===== src/hw/rtl/stcp_pkg.sv =====
// ----------------------------------------------------------------------------
// stcp_pkg
// Shared types, command codes and key table for the serial tuning command
// parser.
// ----------------------------------------------------------------------------
package stcp_pkg;

    localparam int MAX_LINE_DEF      = 256;
    localparam int MANTISSA_BITS_DEF = 32;
    localparam int QUEUE_DEPTH       = 2;

    localparam logic [7:0] CHAR_CR    = 8'h0d;
    localparam logic [7:0] CHAR_LF    = 8'h0a;
    localparam logic [7:0] CHAR_POINT = 8'h2e;
    localparam logic [7:0] CHAR_ZERO  = 8'h30;
    localparam logic [7:0] CHAR_NINE  = 8'h39;

    localparam int NUM_KEYS = 11;

    localparam logic [3:0] CMD_UP = 4'd0;
    localparam logic [3:0] CMD_UD = 4'd1;
    localparam logic [3:0] CMD_VP = 4'd2;
    localparam logic [3:0] CMD_VI = 4'd3;
    localparam logic [3:0] CMD_S1 = 4'd4;
    localparam logic [3:0] CMD_S2 = 4'd5;
    localparam logic [3:0] CMD_S3 = 4'd6;
    localparam logic [3:0] CMD_S4 = 4'd7;
    localparam logic [3:0] CMD_S5 = 4'd8;
    localparam logic [3:0] CMD_S6 = 4'd9;
    localparam logic [3:0] CMD_ST = 4'd10;

    localparam logic [1:0] REG_TURN_MAG   = 2'd0;
    localparam logic [1:0] REG_STEER_STEP = 2'd1;
    localparam logic [1:0] REG_STEER_LIM  = 2'd2;

    localparam logic [14:0] TURN_MAG_RST   = 15'd2000;
    localparam logic [6:0]  STEER_STEP_RST = 7'd10;
    localparam logic [6:0]  STEER_LIM_RST  = 7'd100;
    localparam logic [6:0]  SPEED_MAG_RST  = 7'd20;

    // first received byte sits in the low byte
    localparam logic [23:0] KEY_TABLE [NUM_KEYS] = '{
        24'h3a5055, 24'h3a4455, 24'h3a5056, 24'h3a4956,
        24'h3a3173, 24'h3a3273, 24'h3a3373, 24'h3a3473,
        24'h3a3573, 24'h3a3673, 24'h3a7473
    };

    typedef struct packed {
        logic       found;
        logic [3:0] command;
    } t_key_hit;

    typedef struct packed {
        logic        format_ok;
        logic [3:0]  command;
        logic        value_ok;
        logic [31:0] mantissa;
        logic [7:0]  frac_digits;
    } t_cmd_rec;

    typedef struct packed {
        logic        format_ok;
        logic [3:0]  command;
        logic        value_ok;
        logic [31:0] mantissa;
        logic [7:0]  frac_digits;
        logic [7:0]  steer_out;
        logic [15:0] turn_out;
        logic [6:0]  steer_magnitude;
    } t_result;

    typedef struct packed {
        logic        valid;
        logic [1:0]  index;
        logic [14:0] data;
    } t_cfg_wr;

    function automatic t_key_hit stcp_key_match(input logic [23:0] key);
        t_key_hit hit;
        hit = '0;
        for (int k = NUM_KEYS - 1; k >= 0; k--) begin
            if (key == KEY_TABLE[k]) begin
                hit.found   = 1'b1;
                hit.command = 4'(k);
            end
        end
        return hit;
    endfunction

endpackage


===== src/hw/rtl/stcp_fifo.sv =====
// ----------------------------------------------------------------------------
// stcp_fifo
// Small register queue, used between front and back and on the result side.
// ----------------------------------------------------------------------------
module stcp_fifo #(
    parameter int WIDTH = 8,
    parameter int DEPTH = 2
) (
    input  logic             i_clk,
    input  logic             i_rst_n,
    input  logic             i_push,
    input  logic [WIDTH-1:0] i_data,
    output logic             o_full,
    input  logic             i_pop,
    output logic             o_empty,
    output logic [WIDTH-1:0] o_data
);
    localparam int PW = (DEPTH > 1) ? $clog2(DEPTH) : 1;
    localparam int CW = $clog2(DEPTH + 1);

    logic [WIDTH-1:0] r_mem [DEPTH];
    logic [PW-1:0]    r_wr;
    logic [PW-1:0]    r_rd;
    logic [CW-1:0]    r_count;
    logic             do_push;
    logic             do_pop;

    assign o_full  = (r_count == CW'(DEPTH));
    assign o_empty = (r_count == '0);
    assign do_push = i_push && !o_full;
    assign do_pop  = i_pop && !o_empty;
    assign o_data  = r_mem[r_rd];

    always_ff @(posedge i_clk) begin
        if (do_push) begin
            r_mem[r_wr] <= i_data;
        end
    end

    always_ff @(posedge i_clk) begin
        if (!i_rst_n) begin
            r_wr    <= '0;
            r_rd    <= '0;
            r_count <= '0;
        end else begin
            if (do_push) begin
                r_wr <= (r_wr == PW'(DEPTH - 1)) ? '0 : r_wr + 1'b1;
            end
            if (do_pop) begin
                r_rd <= (r_rd == PW'(DEPTH - 1)) ? '0 : r_rd + 1'b1;
            end
            if (do_push && !do_pop) begin
                r_count <= r_count + 1'b1;
            end else if (do_pop && !do_push) begin
                r_count <= r_count - 1'b1;
            end
        end
    end

    a_count_bound: assert property (@(posedge i_clk) disable iff (!i_rst_n)
        r_count <= CW'(DEPTH))
        else $error("queue count beyond depth");

    a_head_hold: assert property (@(posedge i_clk) disable iff (!i_rst_n)
        (!o_empty && !i_pop) |=> $stable(o_data))
        else $error("queue head changed without a pop");

    a_count_up: assert property (@(posedge i_clk) disable iff (!i_rst_n)
        (do_push && !do_pop) |=> (r_count == $past(r_count) + 1'b1))
        else $error("queue count missed a push");

endmodule


===== src/hw/rtl/stcp_front.sv =====
// ----------------------------------------------------------------------------
// stcp_front
// Line framing, key capture and on-the-fly decimal accumulation; emits one
// command record per CR LF terminated line.
// ----------------------------------------------------------------------------
module stcp_front import stcp_pkg::*; #(
    parameter int MAX_LINE      = MAX_LINE_DEF,
    parameter int MANTISSA_BITS = MANTISSA_BITS_DEF
) (
    input  logic       i_clk,
    input  logic       i_rst_n,
    input  logic       i_byte_valid,
    input  logic [7:0] i_rx_byte,
    output logic       o_rec_valid,
    output t_cmd_rec   o_rec
);
    localparam int LC_W = $clog2(MAX_LINE);
    localparam int MB   = MANTISSA_BITS;

    logic [LC_W-1:0] r_line_count;
    logic            r_cr_seen;
    logic [23:0]     r_key;
    logic            r_pay_ok;
    logic            r_point;
    logic [MB-1:0]   r_acc;
    logic [7:0]      r_frac;

    logic            is_digit;
    logic            in_key;
    logic [MB+3:0]   acc_wide;
    logic [MB-1:0]   n_acc;
    logic [23:0]     n_key;
    logic [MB+31:0]  acc_ext;
    t_key_hit        hit;
    logic            vok;

    assign is_digit = (i_rx_byte >= CHAR_ZERO) && (i_rx_byte <= CHAR_NINE);
    assign in_key   = (r_line_count < LC_W'(3));
    // acc * 10 + digit, saturating at the mantissa width
    assign acc_wide = ({4'b0, r_acc} << 3) + ({4'b0, r_acc} << 1)
                    + {{MB{1'b0}}, i_rx_byte[3:0]};
    assign n_acc    = (|acc_wide[MB+3:MB]) ? '1 : acc_wide[MB-1:0];
    assign n_key    = r_key | ({16'b0, i_rx_byte} << (5'd8 * 5'(r_line_count[1:0])));
    assign acc_ext  = {32'b0, r_acc};

    assign hit = stcp_key_match(r_key);
    assign vok = hit.found && r_pay_ok;

    assign o_rec_valid       = i_byte_valid && r_cr_seen && (i_rx_byte == CHAR_LF);
    assign o_rec.format_ok   = hit.found;
    assign o_rec.command     = hit.found ? hit.command : CMD_UP;
    assign o_rec.value_ok    = vok;
    assign o_rec.mantissa    = vok ? acc_ext[31:0] : 32'd0;
    assign o_rec.frac_digits = vok ? r_frac : 8'd0;

    always_ff @(posedge i_clk) begin
        if (!i_rst_n) begin
            r_line_count <= '0;
            r_cr_seen    <= 1'b0;
            r_key        <= '0;
            r_pay_ok     <= 1'b1;
            r_point      <= 1'b0;
            r_acc        <= '0;
            r_frac       <= '0;
        end else if (i_byte_valid) begin
            if (r_cr_seen || (!r_cr_seen && i_rx_byte != CHAR_CR &&
                              r_line_count == LC_W'(MAX_LINE - 1))) begin
                // end of line, broken CR LF, or line too long
                r_line_count <= '0;
                r_cr_seen    <= 1'b0;
                r_key        <= '0;
                r_pay_ok     <= 1'b1;
                r_point      <= 1'b0;
                r_acc        <= '0;
                r_frac       <= '0;
            end else if (i_rx_byte == CHAR_CR) begin
                r_cr_seen <= 1'b1;
            end else begin
                r_line_count <= r_line_count + 1'b1;
                if (in_key) begin
                    r_key <= n_key;
                end else if (is_digit) begin
                    r_acc <= n_acc;
                    if (r_point && r_frac != 8'hff) begin
                        r_frac <= r_frac + 1'b1;
                    end
                end else if (i_rx_byte == CHAR_POINT) begin
                    r_point <= 1'b1;
                    if (r_point) begin
                        r_pay_ok <= 1'b0;
                    end
                end else begin
                    r_pay_ok <= 1'b0;
                end
            end
        end
    end

    a_line_restart: assert property (@(posedge i_clk) disable iff (!i_rst_n)
        (i_byte_valid && r_cr_seen) |=> (r_line_count == '0 && !r_cr_seen))
        else $error("line not restarted after CR");

    a_cr_mark: assert property (@(posedge i_clk) disable iff (!i_rst_n)
        (i_byte_valid && !r_cr_seen && i_rx_byte == CHAR_CR) |=> r_cr_seen)
        else $error("CR beat not marked");

    a_frac_point: assert property (@(posedge i_clk) disable iff (!i_rst_n)
        (r_frac != 8'd0) |-> r_point)
        else $error("fraction digits counted without a point");

endmodule


===== src/hw/rtl/stcp_back.sv =====
// ----------------------------------------------------------------------------
// stcp_back
// Executes command records: updates the held steer and turn drives and the
// speed magnitude, and builds the result beat.
// ----------------------------------------------------------------------------
module stcp_back import stcp_pkg::*; (
    input  logic     i_clk,
    input  logic     i_rst_n,
    input  t_cfg_wr  i_cfg,
    input  logic     i_exec,
    input  t_cmd_rec i_rec,
    output t_result  o_result
);
    logic [14:0] r_turn_mag;
    logic [6:0]  r_step;
    logic [6:0]  r_limit;
    logic [6:0]  r_mag;
    logic [7:0]  r_steer;
    logic [15:0] r_turn;

    logic [6:0]  n_mag;
    logic [7:0]  n_steer;
    logic [15:0] n_turn;
    logic [7:0]  mag_sum;

    assign mag_sum = {1'b0, r_mag} + {1'b0, r_step};

    always_comb begin
        n_mag   = r_mag;
        n_steer = r_steer;
        n_turn  = r_turn;
        if (i_rec.format_ok) begin
            unique case (i_rec.command)
                CMD_S1: n_steer = 8'd0 - {1'b0, r_mag};
                CMD_S2: n_steer = {1'b0, r_mag};
                CMD_S3: n_turn  = 16'd0 - {1'b0, r_turn_mag};
                CMD_S4: n_turn  = {1'b0, r_turn_mag};
                CMD_S5: n_mag   = (mag_sum > {1'b0, r_limit}) ? r_limit : mag_sum[6:0];
                CMD_S6: n_mag   = (r_mag > r_step) ? r_mag - r_step : 7'd0;
                CMD_ST: begin
                    n_steer = 8'd0;
                    n_turn  = 16'd0;
                end
                default: ;
            endcase
        end
    end

    assign o_result.format_ok       = i_rec.format_ok;
    assign o_result.command         = i_rec.command;
    assign o_result.value_ok        = i_rec.value_ok;
    assign o_result.mantissa        = i_rec.mantissa;
    assign o_result.frac_digits     = i_rec.frac_digits;
    assign o_result.steer_out       = n_steer;
    assign o_result.turn_out        = n_turn;
    assign o_result.steer_magnitude = n_mag;

    always_ff @(posedge i_clk) begin
        if (!i_rst_n) begin
            r_turn_mag <= TURN_MAG_RST;
            r_step     <= STEER_STEP_RST;
            r_limit    <= STEER_LIM_RST;
            r_mag      <= SPEED_MAG_RST;
            r_steer    <= '0;
            r_turn     <= '0;
        end else begin
            if (i_cfg.valid) begin
                unique case (i_cfg.index)
                    REG_TURN_MAG:   r_turn_mag <= i_cfg.data;
                    REG_STEER_STEP: r_step     <= i_cfg.data[6:0];
                    REG_STEER_LIM:  r_limit    <= i_cfg.data[6:0];
                    default: ;
                endcase
            end
            if (i_exec) begin
                r_mag   <= n_mag;
                r_steer <= n_steer;
                r_turn  <= n_turn;
            end
        end
    end

    a_s5_clip: assert property (@(posedge i_clk) disable iff (!i_rst_n)
        (i_exec && i_rec.format_ok && i_rec.command == CMD_S5)
            |=> (r_mag <= $past(r_limit)))
        else $error("speed magnitude above limit after step up");

    a_unknown_key: assert property (@(posedge i_clk) disable iff (!i_rst_n)
        (i_exec && !i_rec.format_ok)
            |=> ($stable(r_mag) && $stable(r_steer) && $stable(r_turn)))
        else $error("unknown key changed a drive");

    a_idle_hold: assert property (@(posedge i_clk) disable iff (!i_rst_n)
        !i_exec |=> ($stable(r_mag) && $stable(r_steer) && $stable(r_turn)))
        else $error("drive changed without a command");

endmodule


===== src/hw/rtl/serial_tuning_command_parser.sv =====
// ----------------------------------------------------------------------------
// serial_tuning_command_parser
// Frames CR LF terminated command lines from received bytes, decodes the key
// and decimal payload, and reports the drive state each command leaves.
//
//   channel   direction  handshake              payload
//   bytes     in         push / full            i_rx_byte
//   results   out        empty / pop            o_format_ok .. o_steer_magnitude
//   config    in         i_cfg_valid / ready    i_cfg_index, i_cfg_data
//
// One byte is taken every cycle while full is low; full rises only while the
// command queue between the framer and the executor holds QUEUE_DEPTH records.
// A result reaches the ports by way of the command queue and then the result
// queue, in which it waits until it is popped.
// The executor retires one record per cycle while the result queue has room.
// Synchronous active-low reset; no clearing pass, the block is ready at once.
// ----------------------------------------------------------------------------
module serial_tuning_command_parser import stcp_pkg::*; #(
    parameter int MAX_LINE      = MAX_LINE_DEF,
    parameter int MANTISSA_BITS = MANTISSA_BITS_DEF
) (
    input  logic               i_clk,
    input  logic               i_rst_n,
    input  logic               push,
    input  logic [7:0]         i_rx_byte,
    output logic               full,
    output logic               empty,
    input  logic               pop,
    output logic               o_format_ok,
    output logic [3:0]         o_command,
    output logic               o_value_ok,
    output logic [31:0]        o_mantissa,
    output logic [7:0]         o_frac_digits,
    output logic signed [7:0]  o_steer_out,
    output logic signed [15:0] o_turn_out,
    output logic [6:0]         o_steer_magnitude,
    input  logic               i_cfg_valid,
    output logic               o_cfg_ready,
    input  logic [1:0]         i_cfg_index,
    input  logic [14:0]        i_cfg_data
);
    localparam int REC_W = $bits(t_cmd_rec);
    localparam int RES_W = $bits(t_result);

    logic             byte_take;
    logic             rec_valid;
    t_cmd_rec         front_rec;
    t_cmd_rec         head_rec;
    logic [REC_W-1:0] head_vec;
    logic             cmd_empty;
    logic             res_full;
    logic             exec;
    t_result          back_res;
    t_result          out_res;
    logic [RES_W-1:0] out_vec;
    t_cfg_wr          cfg;

    assign byte_take   = push && !full;
    assign o_cfg_ready = 1'b1;
    assign cfg.valid   = i_cfg_valid;
    assign cfg.index   = i_cfg_index;
    assign cfg.data    = i_cfg_data;

    stcp_front #(
        .MAX_LINE      (MAX_LINE),
        .MANTISSA_BITS (MANTISSA_BITS)
    ) u_front (
        .i_clk        (i_clk),
        .i_rst_n      (i_rst_n),
        .i_byte_valid (byte_take),
        .i_rx_byte    (i_rx_byte),
        .o_rec_valid  (rec_valid),
        .o_rec        (front_rec)
    );

    stcp_fifo #(
        .WIDTH (REC_W),
        .DEPTH (QUEUE_DEPTH)
    ) u_cmd_q (
        .i_clk   (i_clk),
        .i_rst_n (i_rst_n),
        .i_push  (rec_valid),
        .i_data  (front_rec),
        .o_full  (full),
        .i_pop   (exec),
        .o_empty (cmd_empty),
        .o_data  (head_vec)
    );

    assign head_rec = t_cmd_rec'(head_vec);
    assign exec     = !cmd_empty && !res_full;

    stcp_back u_back (
        .i_clk    (i_clk),
        .i_rst_n  (i_rst_n),
        .i_cfg    (cfg),
        .i_exec   (exec),
        .i_rec    (head_rec),
        .o_result (back_res)
    );

    stcp_fifo #(
        .WIDTH (RES_W),
        .DEPTH (QUEUE_DEPTH)
    ) u_res_q (
        .i_clk   (i_clk),
        .i_rst_n (i_rst_n),
        .i_push  (exec),
        .i_data  (back_res),
        .o_full  (res_full),
        .i_pop   (pop),
        .o_empty (empty),
        .o_data  (out_vec)
    );

    assign out_res           = t_result'(out_vec);
    assign o_format_ok       = out_res.format_ok;
    assign o_command         = out_res.command;
    assign o_value_ok        = out_res.value_ok;
    assign o_mantissa        = out_res.mantissa;
    assign o_frac_digits     = out_res.frac_digits;
    assign o_steer_out       = out_res.steer_out;
    assign o_turn_out        = out_res.turn_out;
    assign o_steer_magnitude = out_res.steer_magnitude;

endmodule


===== config.mk =====
export PLATFORM = sky130hd
export DESIGN_NAME = serial_tuning_command_parser
export DESIGN_NICKNAME = d
export VERILOG_FILES = /design/src/hw/rtl/stcp_pkg.sv /design/src/hw/rtl/stcp_fifo.sv /design/src/hw/rtl/stcp_front.sv /design/src/hw/rtl/stcp_back.sv /design/src/hw/rtl/serial_tuning_command_parser.sv
export SDC_FILE = /design/constraint.sdc
export NUM_CORES = 1
export LEC_CHECK = 0
export BUFFER_PORTS_ARGS = -buffer_cell sky130_fd_sc_hd__clkbuf_2
export CORE_ASPECT_RATIO = 0.5
export CORE_MARGIN = 2
export CORE_UTILIZATION = 60
export CTS_CLUSTER_SIZE = 12
export DETAILED_ROUTE_END_ITERATION = 10
export HOLD_SLACK_MARGIN = 0.1
export PLACE_DENSITY = 0.79
export SLEW_MARGIN = 20
export SYNTH_ARGS = -nofsm -noshare
export SYNTH_HDL_FRONTEND = slang
export SYNTH_SLANG_ARGS = --single-unit

===== constraint.sdc =====
create_clock -name i_clk -period 8.2 [get_ports i_clk]
set_clock_uncertainty 0.2 [all_clocks]
set_input_delay 0.82 -clock i_clk [delete_from_list [all_inputs] [get_ports i_clk]]
set_output_delay 0.82 -clock i_clk [all_outputs]
set_load 0.01 [all_outputs]

## Word-level counts from Yosys, hierarchy flattened

Memories as Yosys holds them, arrays and structs flattened. A register that Yosys moved wholly into a read port is not among the register bits.
Cells that the tools add are included.

- Input port bits: 30
- Logic and storage cells: 190
- RAM bits: 246
- Register bits: 143
- Output and inout bits: 80
- Memories: 2

- Reductions and logical operators: 48
- Shift operators: 1
- Equality and inequality tests: 32
- Bitwise logic cells: 1
- Order comparisons: 5
- Add/sub/neg operators: 16
- Mux-type cells: 66

Memories:

| name | words | bits a word | read ports | clocked after Yosys merged registers in | wr ports | line | source |
|---|---|---|---|---|---|---|---|
| u_res_q.r_mem | 2 | 77 | 1 | 1 | 1 | stcp_fifo.sv:21 | `logic [WIDTH-1:0] r_mem [DEPTH];` |
| u_cmd_q.r_mem | 2 | 46 | 1 | 1 | 1 | stcp_fifo.sv:21 |  |

Operators by type and width:

| cell | count |
|---|---|
| $eq 24x22->1 const B | 11 |
| $mux 32 | 6 |
| $mux 24 | 3 |
| $mux 8 | 9 |
| $mux 5 | 11 |
| $pmux 16 s3 | 1 |
| $add 35x33->36 | 1 |
| $add 36x4->36 | 1 |
| $mux 1 | 25 |
| $or 24x24->24 | 1 |
| $pmux 8 s3 | 1 |
| $shl 8x5->24 | 1 |
| $mux 7 | 3 |
| $logic_and 1x1->1 | 17 |
| $add 8x1->8 const B | 2 |
| $eq 4x3->1 const B | 4 |
| $eq 8x4->1 const B | 2 |
| $mux 16 | 1 |
| $sub 1x15->16 const A | 1 |
| $reduce_and 5->1 | 3 |
| $pmux 7 s2 | 1 |
| $reduce_bool 2->1 | 7 |
| $eq 4x4->1 const B | 3 |
| $reduce_and 2->1 | 5 |
| 28 further kinds | 49 |

## Logic depth before layout (Yosys ltp)

- Depth in word-level cells: 14
- Mapped depth: 17
- Mapped depth without buffers: 16

## Modules after synthesis

A second synthesis with hierarchy kept.

- Cell total of the unflattened synthesis: 1,761
- Area total of the unflattened synthesis: 19,836.5 sq um

By module, submodules not included:

| module | times used | area each (sq um) | sequential area each (sq um) | cells each |
|---|---|---|---|---|
| stcp_front | 1 | 5,916.9 | 1,501.4 | 748 |
| stcp_fifo (u_res_q) | 1 | 5,908.2 | 4,724.5 | 265 |
| stcp_back | 1 | 4,433.0 | 1,201.2 | 576 |
| stcp_fifo (u_cmd_q) | 1 | 3,549.7 | 2,862.7 | 168 |
| serial_tuning_command_parser | 1 | 28.8 | 0.0 | 4 |

## Worst setup path before layout

Ideal clock, no wire load.

- Path type: flip-flop to flip-flop
- Start point: register u_res_q.r_count[0]
- End point: memory u_res_q.r_mem[0][0] (netlist bit), enable pin
- Arrival: 3.994 ns
- Setup slack: 3.491 ns
- Buffers on the path: 1
- Stages on the path, launching flop included: 4
- Setup time: 0.515 ns
- Data required time: 7.485 ns
- Period minus slack after synthesis: 4.709 ns
- Path through: dfxtp_1 o22ai_1 clkbuf_1 nor2_1

- Word-level cells in the longest chain between the ends: 6

Ends and longest elaborated chain:

| item | line | source |
|---|---|---|
| from (decl) | stcp_fifo.sv:24 | `logic [CW-1:0] r_count;` |
| from (signal assigned) | stcp_fifo.sv:53 | `r_count <= r_count + 1'b1;` |
| from (signal assigned) | stcp_fifo.sv:55 | `r_count <= r_count - 1'b1;` |
| $eq 2x2->1 * | stcp_fifo.sv:28 | `assign o_full = (r_count == CW'(DEPTH));` |
| $logic_not 1->1 * | stcp_fifo.sv:30, serial_tuning_command_parser.sv:91 |  |
| $logic_and 1x1->1 | serial_tuning_command_parser.sv:91 | `assign exec = !cmd_empty && !res_full;` |
| $logic_and 1x1->1 * | stcp_fifo.sv:30 | `assign do_push = i_push && !o_full;` |
| $mux 1 * | stcp_fifo.sv:35 | `if (do_push) begin` |
| $mux 1 (implied by the code) * | stcp_fifo.sv:36 | `r_mem[r_wr] <= i_data;` |
| to (decl) | stcp_fifo.sv:21 |  |

Mark *: on every way between the ends. The rest lies on a longest branch, timed or not.

==> results.md <==
- Outcome: finished, final reports clean
- Leakage power: 8.245 nW
- Count leader, synth: edfxtp_1
- Total Nets Final: 1,861
- Syn Area/Cell: 11.41 um^2
- Routed Antenna Nets: 0
- HPWL Detailed: 29,060 um
- Final setup fails: 0
- Crit path max fanout: 13
- CTS tree: built
- Root buffer cell: clkbuf_16
- Hold WC Path Type: reg2reg
- Tmin final: 4.615 ns
- Sequential share of the synthesized area: 54.55%
- WP data arrival: 4.68 ns
- Final Max Tran Viols: 0
- Placeable Area: 30,630 um^2
- CP required: 8.27 ns
- Global-route wire length before repair: 67,600 um
- Synth unique cells: 81
- Vias in the first global route: 13,070
- Hold_buf cts: 0
- Final Hold Fails: 0
- Yosys warnings: 0
- Max IR drop VDD: 175.0 uV
- Synth top area share: 39.16%
- Dpl ws: 3.510 ns
- Final period utilization: 56.28%
- I/O Buffers: 108
- Post-synthesis cell count: 1,653
- Slew Limit Headroom: 31.62%
- Vias/cell: 6.033
- Die Wd: 254.8 um
- Std-Cell Rows: 45
- Worst-Skew Late Latency: 0.54 ns
- Iteration-0 DRC Markers: 978
- Fillers: 2,231
- Placer Congestion: 0.9237
- Global route overflow: 0
- Initial Util: 61.58%
- Area Growth Syn to Fin: 10.75%
- Top post-synthesis cells by area: edfxtp_1, dfxtp_1, mux2_2, ha_1, nand2_1
- Detailed Routing Iterations Pass 1: 7
- Most frequent cells after synthesis: edfxtp_1, nand2_1, dfxtp_1
- Total CTS buffers: 38
- Clock Sinks: 391
- I/O pins: 110
- WL/cell: 19.71 um
- EDFF count, synth: 246
- Die Span Y: 129.4 um
- Clk buf depth: 3
- Global Route Usage Sum: 26.12%
- Share of post-route cells with drive strength above 1: 17.71%
- Number of post-CTS setup repair buffers: 0
- Total negative slack: 0 ns
- Setup crit start kind: flip-flop
- FF+latch count, synth: 391
- Reg clk slew, reported paths: 0.07 ns
- Share of synthesized registers carrying an async set or reset: 0%
- Mapped Area: 18,860 um^2
- Initial antenna violation count: 0
- Worst Setup Slack, final: 3.585 ns
- FF-to-FF setup slack: 3.58 ns
- Pin count of the biggest net entering global routing: 79
- CP endpoint kind: flip-flop
- DR vias: 13,220
- Post-cts resize count: 0
- Residual DRC: 0
- Max Cap Viol: 0
- Pwr Density: 274.4 nW/um^2
- Worst-Margin Slew: 1.026 ns
- RSZ-0062 raised after global routing: false
- Synth area leader: edfxtp_1
- Die area: 32,960 um^2
- Synth Flop Type: edfxtp_1
- H-Tree Depth: 2
- Total Routed Length: 43,180 um
- Critical path type: reg2reg
- Fmax: 0.2167 GHz
- Syn Nets: 1,777
per-layer routing:
layer	global-route usage, %	vias up	part of all wire [%]
li1	-	6279	-
met1	33.70	6462	43
met2	46.28	393	50
met3	3.636	84	4.8
met4	7.946	0	2.4
met5	0	-	0
cells in the final DEF (no fill, tap or decap), drive strengths merged, types with 16 or more instances in the layout:
cell and count:
a221o 31, dfxtp 145, nor2b 22, clkbuf 175, edfxtp 246, a21oi 91
o31ai 16, xor2 30, nand2 175, xnor2 40, and2 17, a21boi 32
and3 54, inv 47, a31oi 17, nor3 17, nand3 25, mux2 119
nor2 106, ha 90, o21ai 71
critical path: stages (launching register included):
cell and delay, ns:
dfxtp_1 0.53, ha_1 0.33, nand2b_1 0.16, a21oi_1 0.23
o21bai_1 0.10, a21oi_1 0.27, nor3_1 0.10, or2_2 0.29
ha_1 0.30, a21o_1 0.19, a21oi_1 0.18, nand3b_1 0.10
a21oi_1 0.74, a21oi_1 0.18, o31ai_1 0.34, nand2_1 0.12
kinds of logic after synthesis:
logic type | count (synthesis) | synth area share, %
fa+ha+maj | 94 | 6.394
compound gates | 346 | 12.39
buf+inv | 125 | 2.706
simple gates | 492 | 12.79
xor+xnor | 70 | 3.250
flops | 391 | 54.55
mux | 134 | 7.900
other cells | 1 | 0.01988
registers in the layout, indices dropped and copies added, names as in the netlist, 2 cells and up, named ones only:
| name | count |
|---|---|
| u_front.r_key | 24 |
| u_cmd_q.r_count | 2 |
| u_back.r_mag | 7 |
| u_back.r_limit | 7 |
| u_front.r_line_count | 8 |
| u_front.r_acc | 32 |
| u_back.r_step | 7 |
| u_back.r_turn_mag | 15 |
| u_cmd_q.r_mem | 92 |
| u_res_q.r_count | 2 |
| u_front.r_frac | 8 |
| u_back.r_turn | 16 |
| u_back.r_steer | 8 |
| u_res_q.r_mem | 154 |
where the power goes:
part | total (W) | switching, W | internal (W)
logic | 0.00152 | 0.000871 | 0.000644
registers | 0.00260 | 0.000124 | 0.00248
clock network | 0.00162 | 0.000717 | 0.000898
total | 0.00573 | 0.00171 | 0.00402
through the flow:
step / hold slack (ns) / cell area (um^2) / std cells / total power (W) / utilization [%]
global route: 0.2723 / 20890 / 2190 / 0.005975 / 68.19
detailed placement: 0.2482 / 19740 / 2119 / 0.004152 / 64.45
floorplan: 0.2278 / 18860 / 1653 / 0.003608 / -
global placement: 0.2403 / 19740 / 2119 / 0.004090 / 64.45
finish: 0.2559 / 20890 / 2191 / 0.005732 / 68.20
CTS: 0.2576 / 20860 / 2189 / 0.005766 / 68.09
layout make-up:
class                           instances  area [um^2]  area share [%]
Sequential cell                       391        10290           49.28
Multi-Input combinational cell       1137         8103           38.79
Tap cell                              423        529.3           2.534
Clock inverter                          3        33.78          0.1617
Timing Repair Buffer                  123        673.1           3.222
Clock buffer                           67         1081           5.175
Inverter                               46        172.7          0.8265
Antenna cell                            1        2.502         0.01198
final timing paths:
check        depth (start not counted)        startpoint                  end
max                                 15   u_back.r_mag[1]  u_res_q.r_mem[1][6]
min                                  2  u_back.r_turn[1]     u_back.r_turn[1]
max reg2reg                         15   u_back.r_mag[1]  u_res_q.r_mem[1][6]
min reg2reg                          2  u_back.r_turn[1]     u_back.r_turn[1]
Power figures use the tool's default switching activity.
